<file path="config.mk">
export PLATFORM = sky130hd
export DESIGN_NAME = mosa_search
export DESIGN_NICKNAME = d
export VERILOG_FILES = /design/src/rtl/core/assert_macros.svh /design/src/rtl/core/mosa_pkg.sv /design/src/rtl/core/mosa_search.sv
export SDC_FILE = /design/constraint.sdc
export NUM_CORES = 1
export LEC_CHECK = 0
export ABC_AREA = 1
export BUFFER_PORTS_ARGS = -buffer_cell sky130_fd_sc_hd__buf_2
export CAP_MARGIN = 25
export CORE_ASPECT_RATIO = 1.5
export CORE_UTILIZATION = 35
export DETAILED_ROUTE_END_ITERATION = 7
export PLACE_DENSITY = 0.63
export SLEW_MARGIN = 20
export SYNTH_ARGS = -nofsm -noshare
export SYNTH_HDL_FRONTEND = slang
export SYNTH_SLANG_ARGS = --single-unit
</file>
<file path="constraint.sdc">
create_clock -name clk -period 4.25 [get_ports clk]
set_clock_uncertainty 0.2 [all_clocks]
set_input_delay 0 -clock clk [delete_from_list [all_inputs] [get_ports clk]]
set_output_delay 0 -clock clk [all_outputs]
set_load 0.01 [all_outputs]
</file>
<file path="src/rtl/core/assert_macros.svh">
// Assertion helpers shared by the RTL.
`ifndef ASSERT_MACROS_SVH
`define ASSERT_MACROS_SVH

// Same-cycle implication, checked outside reset.
`define MOSA_ASSERT_IMP(lbl, clk, rstn, ante, cons) \
  lbl: assert property (@(posedge clk) disable iff (!(rstn)) (ante) |-> (cons)) \
    else $error("same-cycle implication violated");

// Next-cycle implication, checked outside reset.
`define MOSA_ASSERT_NXT(lbl, clk, rstn, ante, cons) \
  lbl: assert property (@(posedge clk) disable iff (!(rstn)) (ante) |=> (cons)) \
    else $error("next-cycle implication violated");

`endif

</file>
<file path="src/rtl/core/mosa_pkg.sv">
package mosa_pkg;

  localparam int MAX_LEN = 1024;
  localparam int IDX_W   = $clog2(MAX_LEN);
  localparam int LEN_W   = IDX_W + 1;
  localparam int DATA_W  = 32;
  localparam int CMD_W   = 2;
  localparam int APB_W   = 32;
  localparam int ADDR_W  = 3;

  // register index, taken from paddr above the byte offset
  localparam logic REG_LENGTH = 1'b0;
  localparam logic [LEN_W-1:0] LENGTH_RST = LEN_W'(1);

  typedef enum logic [CMD_W-1:0] {
    CMD_WR_FIRST  = 2'd0,
    CMD_WR_SECOND = 2'd1,
    CMD_FIND      = 2'd2
  } cmd_t;

  typedef enum logic [1:0] {
    S_IDLE,
    S_RD,
    S_CMP,
    S_HOLD
  } srch_state_t;

  typedef struct packed {
    logic busy;
    logic done;
  } srch_stat_t;

endpackage

</file>
<file path="src/rtl/core/mosa_search.sv">
module mosa_search import mosa_pkg::*; (
  input  logic              clk,
  input  logic              rst_n,
  input  logic              start,
  input  logic [LEN_W-1:0]  len,
  input  logic              out_free,
  input  logic [DATA_W-1:0] rd_a,
  input  logic [DATA_W-1:0] rd_b,
  output logic [IDX_W-1:0]  raddr_a,
  output logic [IDX_W-1:0]  raddr_b,
  output logic [DATA_W-1:0] result,
  output srch_stat_t        stat
);

  srch_state_t state_r, state_nxt;
  logic [IDX_W-1:0]  alo_r, ahi_r, blo_r, bhi_r;
  logic [IDX_W-1:0]  alo_nxt, ahi_nxt, blo_nxt, bhi_nxt;
  logic [IDX_W-1:0]  ma_r, mb_r;
  logic              odd_r, fin_r;
  logic [DATA_W-1:0] res_r, res_nxt;
  logic [IDX_W:0]    sum_a, sum_b;
  logic [IDX_W-1:0]  ma, mb;
  logic              va_lt, va_eq;

  assign sum_a   = {1'b0, alo_r} + {1'b0, ahi_r};
  assign sum_b   = {1'b0, blo_r} + {1'b0, bhi_r};
  assign ma      = sum_a[IDX_W:1];
  assign mb      = sum_b[IDX_W:1];
  assign va_lt   = $signed(rd_a) < $signed(rd_b);
  assign va_eq   = rd_a == rd_b;
  assign raddr_a = ma;
  assign raddr_b = mb;
  assign result  = res_r;

  // next state
  always_comb begin
    state_nxt = state_r;
    case (state_r)
      S_IDLE: begin
        if (start) state_nxt = S_RD;
      end
      S_RD: state_nxt = S_CMP;
      S_CMP: begin
        if (fin_r || va_eq) state_nxt = S_HOLD;
        else                state_nxt = S_RD;
      end
      S_HOLD: begin
        if (out_free) state_nxt = S_IDLE;
      end
      default: state_nxt = S_IDLE;
    endcase
  end

  // outputs
  always_comb begin
    stat.busy = state_r != S_IDLE;
    stat.done = (state_r == S_HOLD) && out_free;
  end

  // range and result update
  always_comb begin
    alo_nxt = alo_r;
    ahi_nxt = ahi_r;
    blo_nxt = blo_r;
    bhi_nxt = bhi_r;
    res_nxt = res_r;
    case (state_r)
      S_IDLE: begin
        alo_nxt = '0;
        blo_nxt = '0;
        ahi_nxt = IDX_W'(len - LEN_W'(1));
        bhi_nxt = IDX_W'(len - LEN_W'(1));
      end
      S_CMP: begin
        if (fin_r) begin
          res_nxt = va_lt ? rd_a : rd_b;
        end else if (va_eq) begin
          res_nxt = rd_a;
        end else if (va_lt) begin
          // drop low part of first, high part of second
          alo_nxt = odd_r ? ma_r : ma_r + IDX_W'(1);
          bhi_nxt = mb_r;
        end else begin
          ahi_nxt = ma_r;
          blo_nxt = odd_r ? mb_r : mb_r + IDX_W'(1);
        end
      end
      default: ;
    endcase
  end

  always_ff @(posedge clk) begin
    if (!rst_n) begin
      state_r <= S_IDLE;
    end else begin
      state_r <= state_nxt;
    end
  end

  always_ff @(posedge clk) begin
    alo_r <= alo_nxt;
    ahi_r <= ahi_nxt;
    blo_r <= blo_nxt;
    bhi_r <= bhi_nxt;
    res_r <= res_nxt;
    if (state_r == S_RD) begin
      ma_r  <= ma;
      mb_r  <= mb;
      odd_r <= ~(alo_r[0] ^ ahi_r[0]);
      fin_r <= (alo_r == ahi_r) && (blo_r == bhi_r);
    end
  end

endmodule

</file>
# Word level (Yosys, flattened, before mapping)
# Cells that the tools add are included.
[op_classes] n_lt_le_gt_ge=1 eq_ne=12 n_div=0 shifts=0 n_reduce_logical=11 multipliers=0 add_sub_neg=5 bitwise_logic=2 mux=25
[op_table] op="10-bit two-way mux" n=14
[op_table] op="32-bit two-way mux" n=3
[op_table] op="10-bit case mux with 2 select lines" n=4
[op_table] op="32-bit equality test" n=1
[op_table] op="32-bit less-than comparator" n=1
[op_table] op="10-bit by 10-bit adder with 11-bit output" n=2
[op_table] op="10-bit by 1-bit adder with 10-bit output, second input constant" n=2
[op_table] op="10-bit equality test" n=2
[op_table] op="2-bit != test, second input constant" n=6
[op_table] op="10-bit by 1-bit subtractor with 10-bit output, second input constant" n=1
[op_table] op="2-bit case mux with 4 select lines" n=1
[op_table] op="4-bit AND reduction" n=2
[op_table] op="2-bit two-way mux" n=3
[op_table] op="2-bit nonzero test" n=3
[op_table] op="2-bit equality test, second input constant" n=2
[op_table] op="2-bit AND reduction" n=2
[op_table] op="2-bit by 1-bit equality test with 1-bit output, second input constant" n=1
[op_table] op="1-bit logical AND" n=2
[op_table] op="2-bit zero test" n=1
[op_table] op="1-bit logical OR" n=1
[op_table] op="1-bit NOT" n=1
[op_table] op="1-bit bitwise XOR" n=1
[word_totals] register_bits=96 elab_cells=66 memories=0 mem_bits_rw=0 rom_bits=0 input_bits=79 latchBits=0 output_inout_bits=54

# Longest topological paths before layout
[logic_depth] depth_word=6 ltp_mapped=16 mapped_depth_nobuf=15

# Least setup slack after synthesis
# Ideal clock, no wire load.
[synth_timing] path_kind="input to register" startpoint="in rd_b[31]" endpoint="reg alo_r[0] (enable)" required_time_ns=3.625 path_stages=11 t_arrival_ns=2.594 setup_slack_ns=1.031 n_path_buf=0 setup_ns=0.425 path_cell_list="inv_1 ha_1 nand2_2 inv_1 a21oi_1 nand3_1 nor2_2 nand3_2 nand2_1 nand2_4 o21ai_0"
[synth_between] elab_chain_cells=3 word_cells_on_any_way=5 cone_classes="1 x order compare; 3 x eq/ne; 1 x reduce/logical"
[synth_rtl] element="start: declaration" line_no="mosa_search.sv:8" text="input logic [DATA_W-1:0] rd_b,"
[synth_rtl] element="32-bit less-than comparator / 32-bit equality test (equally long branches)" line_no="mosa_search.sv:29, mosa_search.sv:30"
[synth_rtl] element="2-bit != test (no line)"
[synth_rtl] element="4-bit AND reduction (no line) (*)"
[synth_rtl] element="end signal: assignment" line_no="mosa_search.sv:101" text="alo_r <= alo_nxt;"
[synth_rtl] element="end: declaration" line_no="mosa_search.sv:16" text="logic [IDX_W-1:0] alo_r, ahi_r, blo_r, bhi_r;"
# Mark *: on every way between the ends. The rest lies on a longest branch, timed or not.
# A chain may end at the register's enable or synchronous reset.

# Final worst setup path
[layout_timing] startpoint="in rd_a[31]" endpoint="reg res_r[1], in the netlist result[1], data pin"
[layout_between] elab_chain_cells=3
[layout_rtl] element="start: declaration" line_no="mosa_search.sv:7" text="input logic [DATA_W-1:0] rd_a,"
[layout_rtl] element="32-bit less-than comparator" line_no="mosa_search.sv:29" text="assign va_lt = $signed(rd_a) < $signed(rd_b);"
[layout_rtl] element="32-bit two-way mux" line_no="mosa_search.sv:76" text="res_nxt = va_lt ? rd_a : rd_b;"
[layout_rtl] element="32-bit two-way mux" line_no="mosa_search.sv:75" text="if (fin_r) begin"
[layout_rtl] element="end signal: assignment" line_no="mosa_search.sv:105" text="res_r <= res_nxt;"
[layout_rtl] element="end: declaration" line_no="mosa_search.sv:20" text="logic [DATA_W-1:0] res_r, res_nxt;"
# Every way passes these cells.

==> results.toml <==
[synthesis]
synthDistinctLibCells = 34
synth_ff_type = "edfxtp_1"
synth_nets = 825
avgSynthCellArea_sq_um = 8.800
ys_ff_latch = 96
synth_edf_count = 94
synth_area_sq_um = 6063
synth-seq-area-share = 0.4721
async_flop_share = 0
syn_inst = 689
synth_warnings = 0

[route]
wirelength_microns = 16010
drt-vias-per-instance = 4.827
wire_per_inst_microns = 14.37
drt_pre_antenna_iters = 4
drtIter0Drc = 209
postRouteAntennaNets = 0
post-route-drc-count = 0
vias = 5377

[place]
placed_area_sq_um = 6928
dp.final_hpwl_microns = 11780
post-place-cells = 1022
io_buffers = 131
gp_congestion = 0.8352

[setup_path]
r2r_start = "fin_r"
required_ps = 4150
end_kind = "flip-flop"
crit_arrival_ps = 3240
crit_start = "rd_a[31]"
startpoint_type = "input port"
critical_path_class = "in2reg"
crit_fanout = 31

[clock_tree]
root_buffer = "clkbuf_16"
cts.sinks = 96
cts_resized = 0
clk_latency_ps = 350
cts_buffers = 9
clockBufferDepth = 2
htree_levels = 3
cts_tree = "done"
clk_pin_slew_ps = 70

[power_and_ir_drop]
power_uw = 2907
vdd_ir_drop_max_v = 0.0002310
p_leak_uw = 0.003839
power_density_nw_per_um2 = 365.5

[cells_and_area]
diodes = 0
areaGrowthSynthToFinish_pct = 31.18
final_cells = 1114
fillers = 1610
fin_area_sq_um = 7954
final_nets = 1035
drive_above_1_share = 0.1792

[grt]
antenna_found_initial = 0
grt_overflow = 0
grt_max_degree = 35
grt_pass1_vias = 5509
grt_first_pass_wirelength_microns = 25610
grtUsageTotal = 0.1902

[floorplan]
die_x_microns = 109.5
rows = 58
die_y_microns = 163.2
die_area_sq_um = 17860
start_util = 0.3601
coreArea_sq_um = 16840
io_pins = 133

[status]
status = "complete, no violations"

[sta]
rsz0062_at_grt = "no"
tightest_slew_ps = 945.9
maxSlewHeadroom = 0.3687
period_needed_ps = 3335
max_freq_mhz = 299.8
min_period_over_period = 0.7847
final-hold-violation-count = 0
drv_slew = 0
setup_viol = 0
setup_tns_ps = 0

[flow_run]
maxCapViolCount = 0

[worst_hold_path]
hold_start = "len[2]"
hp-class = "in2reg"
==> state kept, by name, summed over array words and instances (netlist names) <==
signal   cells
mb_r        10
result      32
bhi_r       10
odd_r        1
ahi_r       10
ma_r        10
fin_r        1
state_r      2
alo_r       10
blo_r       10
==> metal layers <==
metal,vias up,GRT usage,share of wire
li1,2723,-,-
met1,2497,0.1891,0.38
met2,138,0.3765,0.55
met3,19,0.02993,0.046
met4,0,0.08000,0.021
met5,-,0,0
==> through the flow <==
stage	hold WS (ps)	setup WS, ps	util
6_report	24.17	914.9	0.4724
5_1_grt	58.51	607.8	0.4724
4_1_cts	25.47	930.6	0.4724
3_5_place_dp	32.64	1633	0.4115
3_3_place_gp	26.52	1612	0.4115
2_1_floorplan	-96.93	1031	-
==> repair_timing <==
| action | CTS | global route |
|---|---|---|
| buffers inserted | 0 | 0 |
| endpoints found under the hold margin | 50 | 0 |
| hold buffers | 76 | 0 |
==> cell usage in the layout (no fill, tap or decap), types with 2 or more instances in the layout <==
master and count:
nand2_1 175, buf_2 131, inv_1 103, edfxtp_1 94, dlygate4sd3_1 76, ha_1 55
nand3_1 48, nor2_1 48, a21oi_1 38, o21ai_0 35, nor3_1 14, xor2_1 12
nand4_1 11, xnor2_1 10, clkbuf_16 9, buf_4 6, nor2_2 4, o21ai_1 2
nor4_1 2, o21bai_1 2, o31ai_1 2, a21o_1 2, nand2_2 2, nand3_2 2
fa_1 2, clkinvlp_4 2, clkinv_1 2, dfxtp_1 2
==> cells by family (layout without fill, tap and decap cells) <==
| group | after synthesis | after routing | synth area share |
|---|---|---|---|
| simple gates | 311 | 311 | 0.2198 |
| buf+inv | 117 | 332 | 0.08048 |
| flops | 96 | 96 | 0.4721 |
| compound gates | 86 | 86 | 0.07573 |
| fa+ha+maj | 57 | 57 | 0.1201 |
| xor+xnor | 22 | 22 | 0.03178 |
==> worst max-delay path: stages <==
cell,delay [ps]
dlygate4sd3_1,540
buf_2,130
ha_1,360
nand2_2,130
inv_1,60
nand2_1,60
nor2_2,50
nand2_1,50
nand3_1,90
nor2_2,150
nand3_2,100
nand2_1,100
nand3_2,540
nand2_1,220
nand2_1,90
dlygate4sd3_1,580
==> Yosys cell counts, types with 2 or more instances <==
cell type | number | area share
buf_2 | 3 | 0.0025
xnor2_1 | 10 | 0.014
fa_1 | 2 | 0.0066
nand3_1 | 48 | 0.040
clkbuf_1 | 5 | 0.0031
edfxtp_1 | 94 | 0.47
buf_6 | 6 | 0.011
xor2_1 | 12 | 0.017
nor2_2 | 3 | 0.0031
o21bai_1 | 2 | 0.0025
nand2_1 | 175 | 0.11
nand3_2 | 2 | 0.0033
dfxtp_1 | 2 | 0.0066
a21o_1 | 2 | 0.0025
nand4_1 | 11 | 0.011
nor2_1 | 49 | 0.030
nand2_2 | 2 | 0.0021
nor4_1 | 2 | 0.0021
ha_1 | 55 | 0.11
o21ai_0 | 37 | 0.031
inv_1 | 103 | 0.064
nor3_1 | 14 | 0.012
a21oi_1 | 38 | 0.031
o31ai_1 | 2 | 0.0025
==> final cells by class <==
class,count,area [sq um],area share
clock buffer,10,229.0,0.02879
clock inverter,6,36.28,0.004562
inverter,103,386.6,0.04861
multi-input combinational,476,2715,0.3414
sequential,96,2863,0.3599
tap,210,262.8,0.03303
timing repair buffer,213,1461,0.1837
==> power by group <==
group	internal, uW	leakage, uW	switching (uW)
logic	368	0.00277	552
clock network	393	0.000124	362
registers	1190	0.000941	46.4
==> worst paths after layout <==
| path | to | slack (ps) | depth (start not counted) |
|---|---|---|---|
| worst max-delay path | result[1] | 910 | 16 |
| worst min register to register | ahi_r[6] | 420 | 2 |
| worst min-delay path | bhi_r[2] | 20 | 5 |
| worst max register to register | result[1] | 1580 | 5 |
Power figures use the tool's default switching activity.
